<file path="config.mk">
export PLATFORM = sky130hd
export DESIGN_NAME = least_loaded_worker_dispatch_core
export DESIGN_NICKNAME = d
export VERILOG_FILES = /design/src/hw/rtl/llwd_pkg.sv /design/src/hw/rtl/least_loaded_worker_dispatch_core.sv /design/src/hw/rtl/llwd_cell.sv
export SDC_FILE = /design/constraint.sdc
export NUM_CORES = 2
export LEC_CHECK = 0
export ABC_AREA = 1
export BUFFER_PORTS_ARGS = -buffer_cell sky130_fd_sc_hd__buf_2
export CORE_MARGIN = 2
export CORE_UTILIZATION = 24
export CTS_CLUSTER_SIZE = 8
export DETAILED_ROUTE_END_ITERATION = 10
export PLACE_DENSITY_LB_ADDON = 0.2
export SYNTH_ARGS = -nofsm -noshare
export SYNTH_HDL_FRONTEND = slang
export SYNTH_SLANG_ARGS = --single-unit
</file>
<file path="constraint.sdc">
create_clock -name i_clk -period 4.09 [get_ports i_clk]
set_input_delay 0.2045 -clock i_clk [delete_from_list [all_inputs] [get_ports i_clk]]
set_output_delay 0.2045 -clock i_clk [all_outputs]
set_load 0.02 [all_outputs]
</file>
<file path="src/hw/rtl/llwd_pkg.sv">
// Shared constants and types for the least-loaded worker dispatch block.
`default_nettype none

package llwd_pkg;

    // Number of workers held in the cell chain (1 .. 16, as chosen_worker is OUT_ID_W = 4 bits)
    localparam int NUM_WORKERS = 16;

    // Worker id width, at least one bit
    localparam int WID_W = (NUM_WORKERS > 1) ? $clog2(NUM_WORKERS) : 1;

    // Field widths
    localparam int LOAD_W   = 32;
    localparam int DUR_W    = 16;
    localparam int CFG_W    = 5;
    localparam int OUT_ID_W = 4;

    // Width used to compare a worker id against the active count
    localparam int CMP_W = ((WID_W > CFG_W) ? WID_W : CFG_W) + 1;

    // Stream payload widths
    localparam int S_TDATA_W = 16;
    localparam int M_TDATA_W = 40;
    localparam int M_TUSER_W = 1;
    localparam int M_PAD_W   = M_TDATA_W - OUT_ID_W - LOAD_W;

    // Running minimum handed from cell to cell
    typedef struct packed {
        logic              vld;
        logic              found;
        logic [LOAD_W-1:0] load;
        logic [WID_W-1:0]  id;
    } t_token;

    // Load update broadcast to all cells
    typedef struct packed {
        logic              en;
        logic [WID_W-1:0]  id;
        logic [LOAD_W-1:0] load;
    } t_wr;

endpackage

`default_nettype wire

</file>
<file path="src/hw/rtl/least_loaded_worker_dispatch_core.sv">
// Top level of the least-loaded worker dispatch block.
// Each beat on s_axis carries a task duration; the block returns one beat on m_axis with the
// id of the active worker that had the smallest workload (lowest id on a tie) and that
// worker's new workload, saturated at 0xFFFFFFFF. Workloads start at zero after reset.
// i_cfg_data sets the number of active workers (ids 0 upward, reset value 1, values above
// NUM_WORKERS act as NUM_WORKERS); with zero active workers the result carries the no-worker
// flag in m_axis_tuser, zero data, and no workload changes. The minimum token walks the chain
// of worker cells one cell per cycle, the first cell on the accept edge itself; the result is
// then held and, once the output register is free, registered with the workload update. A
// no-worker item goes straight to that hold and update step. The next item is taken the cycle
// after the result is registered, while that result may still wait on m_axis_tready.
// Configuration must be written only while no item is in flight; the block does not enforce it.
`default_nettype none

module least_loaded_worker_dispatch_core (
    input  wire logic                           i_clk,
    input  wire logic                           i_rst_n,
    // configuration write
    input  wire logic                           i_cfg_valid,
    output logic                                o_cfg_ready,
    input  wire logic [llwd_pkg::CFG_W-1:0]     i_cfg_data,     // active_workers
    // task input
    input  wire logic                           s_axis_tvalid,
    output logic                                s_axis_tready,
    input  wire logic [llwd_pkg::S_TDATA_W-1:0] s_axis_tdata,   // [15:0] task_duration
    // dispatch result
    output logic                                m_axis_tvalid,
    input  wire logic                           m_axis_tready,
    output logic [llwd_pkg::M_TDATA_W-1:0]      m_axis_tdata,   // [3:0] chosen_worker,
                                                                // [35:4] updated_load, pad
    output logic [llwd_pkg::M_TUSER_W-1:0]      m_axis_tuser    // [0] no_worker
);

    typedef enum logic [1:0] {
        ST_IDLE,
        ST_SCAN,
        ST_COMMIT
    } t_state;

    t_state                          r_state;
    logic [llwd_pkg::CFG_W-1:0]      r_active;
    logic [llwd_pkg::DUR_W-1:0]      r_dur;
    logic                            r_hold_nw;
    logic [llwd_pkg::WID_W-1:0]      r_hold_id;
    logic [llwd_pkg::LOAD_W-1:0]     r_hold_load;
    logic                            r_m_valid;
    logic [llwd_pkg::M_TDATA_W-1:0]  r_m_data;
    logic [llwd_pkg::M_TUSER_W-1:0]  r_m_user;

    logic                            s_accept;
    logic                            out_free;
    logic [llwd_pkg::LOAD_W:0]       sum;
    logic [llwd_pkg::LOAD_W-1:0]     sat_load;
    llwd_pkg::t_token                tok [llwd_pkg::NUM_WORKERS+1];
    llwd_pkg::t_wr                   wr;

    assign o_cfg_ready   = 1'b1;
    assign s_axis_tready = (r_state == ST_IDLE);
    assign s_accept      = s_axis_tvalid && s_axis_tready;
    assign out_free      = !r_m_valid || m_axis_tready;

    // token injected into the first cell on accept
    assign tok[0] = '{vld: s_accept && (r_active != '0), found: 1'b0, load: '0, id: '0};

    // chain of worker cells
    for (genvar g = 0; g < llwd_pkg::NUM_WORKERS; g++) begin : g_cell
        llwd_cell u_cell (
            .i_clk     (i_clk),
            .i_rst_n   (i_rst_n),
            .i_cell_id (llwd_pkg::WID_W'(g)),
            .i_active  (r_active),
            .i_tok     (tok[g]),
            .i_wr      (wr),
            .o_tok     (tok[g+1])
        );
    end

    // saturating add of the task duration
    assign sum      = {1'b0, r_hold_load} + (llwd_pkg::LOAD_W + 1)'(r_dur);
    assign sat_load = sum[llwd_pkg::LOAD_W] ? '1 : sum[llwd_pkg::LOAD_W-1:0];

    // write back the chosen worker's load when the result is registered
    always_comb begin
        wr.en   = (r_state == ST_COMMIT) && out_free && !r_hold_nw;
        wr.id   = r_hold_id;
        wr.load = sat_load;
    end

    // control and output register
    always_ff @(posedge i_clk) begin
        if (!i_rst_n) begin
            r_state   <= ST_IDLE;
            r_active  <= llwd_pkg::CFG_W'(1);
            r_m_valid <= 1'b0;
        end else begin
            if (i_cfg_valid && o_cfg_ready) begin
                r_active <= i_cfg_data;
            end
            if (m_axis_tready) begin
                r_m_valid <= 1'b0;
            end
            case (r_state)
                ST_IDLE: begin
                    if (s_accept) begin
                        r_dur <= s_axis_tdata[llwd_pkg::DUR_W-1:0];
                        if (r_active == '0) begin
                            r_hold_nw   <= 1'b1;
                            r_hold_id   <= '0;
                            r_hold_load <= '0;
                            r_state     <= ST_COMMIT;
                        end else begin
                            r_state <= ST_SCAN;
                        end
                    end
                end
                ST_SCAN: begin
                    if (tok[llwd_pkg::NUM_WORKERS].vld) begin
                        r_hold_nw   <= 1'b0;
                        r_hold_id   <= tok[llwd_pkg::NUM_WORKERS].id;
                        r_hold_load <= tok[llwd_pkg::NUM_WORKERS].load;
                        r_state     <= ST_COMMIT;
                    end
                end
                ST_COMMIT: begin
                    if (out_free) begin
                        r_m_valid <= 1'b1;
                        r_m_user  <= llwd_pkg::M_TUSER_W'(r_hold_nw);
                        if (r_hold_nw) begin
                            r_m_data <= '0;
                        end else begin
                            r_m_data <= {{llwd_pkg::M_PAD_W{1'b0}}, sat_load,
                                         llwd_pkg::OUT_ID_W'(r_hold_id)};
                        end
                        r_state <= ST_IDLE;
                    end
                end
                default: begin
                    r_state <= ST_IDLE;
                end
            endcase
        end
    end

    assign m_axis_tvalid = r_m_valid;
    assign m_axis_tdata  = r_m_data;
    assign m_axis_tuser  = r_m_user;

endmodule

`default_nettype wire

</file>
<file path="src/hw/rtl/llwd_cell.sv">
// One worker cell: holds a workload and folds it into the passing minimum token.
`default_nettype none

module llwd_cell (
    input  wire logic                       i_clk,
    input  wire logic                       i_rst_n,
    input  wire logic [llwd_pkg::WID_W-1:0] i_cell_id,
    input  wire logic [llwd_pkg::CFG_W-1:0] i_active,
    input  wire llwd_pkg::t_token           i_tok,
    input  wire llwd_pkg::t_wr              i_wr,
    output llwd_pkg::t_token                o_tok
);

    logic [llwd_pkg::LOAD_W-1:0] r_load;
    llwd_pkg::t_token            r_tok;
    llwd_pkg::t_token            n_tok;
    logic                        cell_active;

    // worker takes part when its id is below the active count
    assign cell_active = (llwd_pkg::CMP_W'(i_cell_id) < llwd_pkg::CMP_W'(i_active));

    // take over the token on a strictly smaller load; first active cell always wins
    always_comb begin
        n_tok = i_tok;
        if (i_tok.vld && cell_active && (!i_tok.found || (r_load < i_tok.load))) begin
            n_tok.found = 1'b1;
            n_tok.load  = r_load;
            n_tok.id    = i_cell_id;
        end
    end

    // workload storage and token stage
    always_ff @(posedge i_clk) begin
        if (!i_rst_n) begin
            r_load    <= '0;
            r_tok.vld <= 1'b0;
        end else begin
            r_tok <= n_tok;
            if (i_wr.en && (i_wr.id == i_cell_id)) begin
                r_load <= i_wr.load;
            end
        end
    end

    assign o_tok = r_tok;

endmodule

`default_nettype wire

</file>
==> results.md <==
- Status: finished clean
- Area Overhead vs Synth: 15.4%
- First-pass GRT wire length: 315 mm
- Number of standard cells in the final layout excluding fillers: 11400
- Startpoint type of the worst setup path: flip-flop
- Clock tree skew after final layout: 43.3 ps
- TritonCTS clock tree: done
- Setup repair after global routing missed its margin: no
- Placed instance count: 11100
- Sum of internal, switching and leakage power: 29.6 mW
- Fraction of the yosys area taken by sequential cells: 48.9%
- RD Place Congestion: 0.844
- Max-cap violation count: 0
- Startpoint of the tightest hold check path: s_axis_tdata[1]
- Largest driver fanout on the critical path: 153
- Largest net degree at the start of global routing: 161
- Clk_lat worst skew: 830 ps
- End-of-flow core utilization: 27.9%
- Sinks on the clock net: 1202
- Area enclosed by the die boundary: 266000 sq um
- Post-layout min period: 3180 ps
- Post-synthesis register bit count: 1202
- Count of buffers from port buffering: 64
- Setup slack after layout: 911 ps
- Largest stage delay on the critical path: 590 ps
- Clock root buffer: sky130_fd_sc_hd__clkbuf_16
- Slew at the pin closest to its max-slew limit: 1110 ps
- Share of synthesized flip-flops with an asynchronous set or reset: 0%
- Worst R2R Path Depth: 10
- Number of synthesis warnings: 0
- Inserted Clock Buffers: 170
- Placed cell area: 67200 sq um
- Prevailing post-synth register cell: sky130_fd_sc_hd__edfxtp_1
- Effective utilization at floorplan: 24.2%
- Aggregate global-route resource usage: 15.8%
- Critical path cell sequence: ha_1 > a21oi_1 > o21ai_0 > a21oi_2 > nand2_4 > nand3b_4 > buf_12 > nand3_1 > nand2_1 > inv_1
- Power density over the cells: 408 nW/um^2
- Core Footprint: 260000 sq um
- First-pass detailed-route iteration total: 5
- Via density per instance: 4.38
- Worst R2R End: m_axis_tdata[22]
- Number of antenna violations at the first check in global routing: 21
- Remaining DRCs: 0
- Number of core rows: 187
- Count of unique library cells instantiated by Yosys: 52
- Placed wire-length estimate after detailed placement: 140 mm
- Via count of the first global-routing pass: 48100
- Die Span X: 516 microns
- Finish-stage setup viols: 0
- Critical path launch point: r_hold_load[15]
- Setup bufs post-CTS: 0
- Post-synth EDFFs: 666
- Clock Pin Slew Worst Setup and Hold Paths: 50 ps
- Upper clock frequency limit: 0.315 GHz
- DR WL/cell: 18.6 microns
- Mean cell area of the mapped netlist: 8.12 sq um
- Setup WS pre-CTS: 957 ps
- Iteration-0 DRC count of the detailed router: 3480
- Chip Height: 516 microns
- Number of nets with antenna violations after detailed routing: 0
- Synth Cell Area: 62800 sq um
- Leakage dissipation: 35.5 nW
- Crit. End Element: flip-flop
- Count of cells resized by post-cts repair: 0
- Total via count in the routed design: 50000
- Worst Setup EP: m_axis_tdata[22]
- Most common cell after layout, fill and taps aside: sky130_fd_sc_hd__nand2_1
- Design area: 72500 sq um
- Ports placed on the boundary: 70
- Crit Path Category: reg2reg
- CP Data Required Time: 4640 ps
- Worst path slowest cell: sky130_fd_sc_hd__buf_12
- Number of levels in the clock H-tree: 4
- Cells after synthesis: 7740
- Type of the most critical hold path: in2reg
- Pins over their slew limit: 0
- Most used cells in the layout excluding fill and tap cells: sky130_fd_sc_hd__nand2_1, sky130_fd_sc_hd__inv_1, sky130_fd_sc_hd__nor2_1
- Register-to-register path setup slack: 910 ps
- Worst slack on hold paths: 121 ps
- Post-Route Setup TNS: 0 ps
- CTS Buffer Depth: 3
- NumNets Final: 8293
- Share of layout cells above drive strength 1: 6.34%
- Headroom to the max-slew limit: 25.8%
- Max VDD drop: 0.357 mV
- Routed WL: 213 mm
- Data arrival time of the critical path: 3730 ps
- Startpoint of the lowest-slack register-to-register path: r_hold_load[15]
- Portion of the clock cycle consumed by the worst path in the final layout: 77.7%
- Number of hold-slack violations in the final timing report: 0
- Global-route congestion overflow total: 0
[layout make-up]
type / count / area [sq um]
timing repair buffer: 235 / 1860
clock buffer: 303 / 4830
clock inverter: 14 / 194
sequential: 1202 / 30700
inverter: 1214 / 4560
tap: 3496 / 4370
antenna: 5 / 12.5
fill: 27800 / 187000
multi-input combinational: 4962 / 26000
[critical path, delay by kind of cell (launching register included)]
family,cells,cell delay [ps]
compound gates,3,700
buf+inv,2,650
simple gates,4,590
flops,1,410
fa+ha+maj,1,380
[worst min-delay path by stage]
| stage | slack [ps] | depth (start not counted) | endpoint |
|---|---|---|---|
| global route | 90 | 2 | r_dur[1] |
| detailed placement | 400 | 1 | r_dur[2] |
| global placement | 400 | 1 | r_dur[1] |
| finish | 120 | 2 | r_dur[1] |
| floorplan | 300 | 0 | r_dur[0] |
| CTS | 50 | 2 | r_dur[1] |
[flip-flops by register name, summed over array words and instances (netlist names)]
signal / flops
m_axis_tdata: 36
r_active: 5
r_hold_id: 4
g_cell.u_cell.r_load: 512
r_hold_nw: 1
r_hold_load: 32
m_axis_tuser: 1
r_state: 2
m_axis_tvalid: 1
r_dur: 16
g_cell.u_cell.o_tok: 592
[power breakdown]
| part | total [mW] | switching, mW | internal [mW] |
|---|---|---|---|
| logic | 2.43 | 1.87 | 0.567 |
| registers | 13.5 | 0.266 | 13.2 |
| clock network | 13.6 | 5.69 | 7.95 |
| total | 29.6 | 7.83 | 21.8 |
[cell families after synthesis]
logic type,count (synthesis),synth area share (%)
AND/OR/NAND/NOR,3583,23.9
other,2,0.0120
XOR/XNOR,14,0.207
buffers and inverters,1579,9.97
flip-flops,1202,48.9
adder cells (fa/ha/maj),482,9.61
AO/OA/AOI/OAI,878,7.41
[timing repair]
item / CTS / global route
setup endpoints to repair: 0 / 0
endpoints found under the hold margin: 48 / 0
hold buffers: 30 / 0
[cell usage after synthesis (3+ instances only)]
cell | instances | share of area (%)
sky130_fd_sc_hd__nor3_1 | 35 | 0.28
sky130_fd_sc_hd__nor2_4 | 12 | 0.22
sky130_fd_sc_hd__o21a_1 | 41 | 0.49
sky130_fd_sc_hd__or2_2 | 16 | 0.16
sky130_fd_sc_hd__xor2_1 | 10 | 0.14
sky130_fd_sc_hd__nor4_1 | 4 | 0.040
sky130_fd_sc_hd__buf_6 | 16 | 0.29
sky130_fd_sc_hd__or2_1 | 3 | 0.030
sky130_fd_sc_hd__dfxtp_1 | 536 | 17
sky130_fd_sc_hd__a21oi_1 | 342 | 2.7
sky130_fd_sc_hd__o21ai_1 | 138 | 1.1
sky130_fd_sc_hd__buf_1 | 18 | 0.11
sky130_fd_sc_hd__clkbuf_1 | 230 | 1.4
sky130_fd_sc_hd__a21boi_0 | 11 | 0.13
sky130_fd_sc_hd__buf_4 | 23 | 0.27
sky130_fd_sc_hd__nand3_2 | 6 | 0.096
sky130_fd_sc_hd__nand2_1 | 1794 | 11
sky130_fd_sc_hd__nand3b_1 | 3 | 0.036
sky130_fd_sc_hd__o21ai_0 | 292 | 2.3
sky130_fd_sc_hd__buf_2 | 76 | 0.61
sky130_fd_sc_hd__o21bai_1 | 40 | 0.48
sky130_fd_sc_hd__clkinv_1 | 4 | 0.024
sky130_fd_sc_hd__nand4_1 | 149 | 1.5
sky130_fd_sc_hd__nand3_1 | 561 | 4.5
sky130_fd_sc_hd__ha_1 | 481 | 9.6
sky130_fd_sc_hd__nand2_2 | 9 | 0.090
sky130_fd_sc_hd__inv_1 | 1192 | 7.1
sky130_fd_sc_hd__edfxtp_1 | 666 | 32
sky130_fd_sc_hd__inv_2 | 18 | 0.11
sky130_fd_sc_hd__nor2_2 | 14 | 0.14
sky130_fd_sc_hd__nand3_4 | 8 | 0.22
sky130_fd_sc_hd__nor2_1 | 959 | 5.7
sky130_fd_sc_hd__xnor2_1 | 3 | 0.042
sky130_fd_sc_hd__a31oi_1 | 5 | 0.050
[metal layers]
layer / GRT usage (%) / share of wire [%] / vias to the layer above
met5: 0 / 0 / -
met4: 5.13 / 3.0 / 0
met3: 2.86 / 5.0 / 324
met2: 25.7 / 46 / 997
met1: 21.0 / 46 / 23700
li1: - / - / 25000
Note: power is estimated with default switching activity, not from simulation.
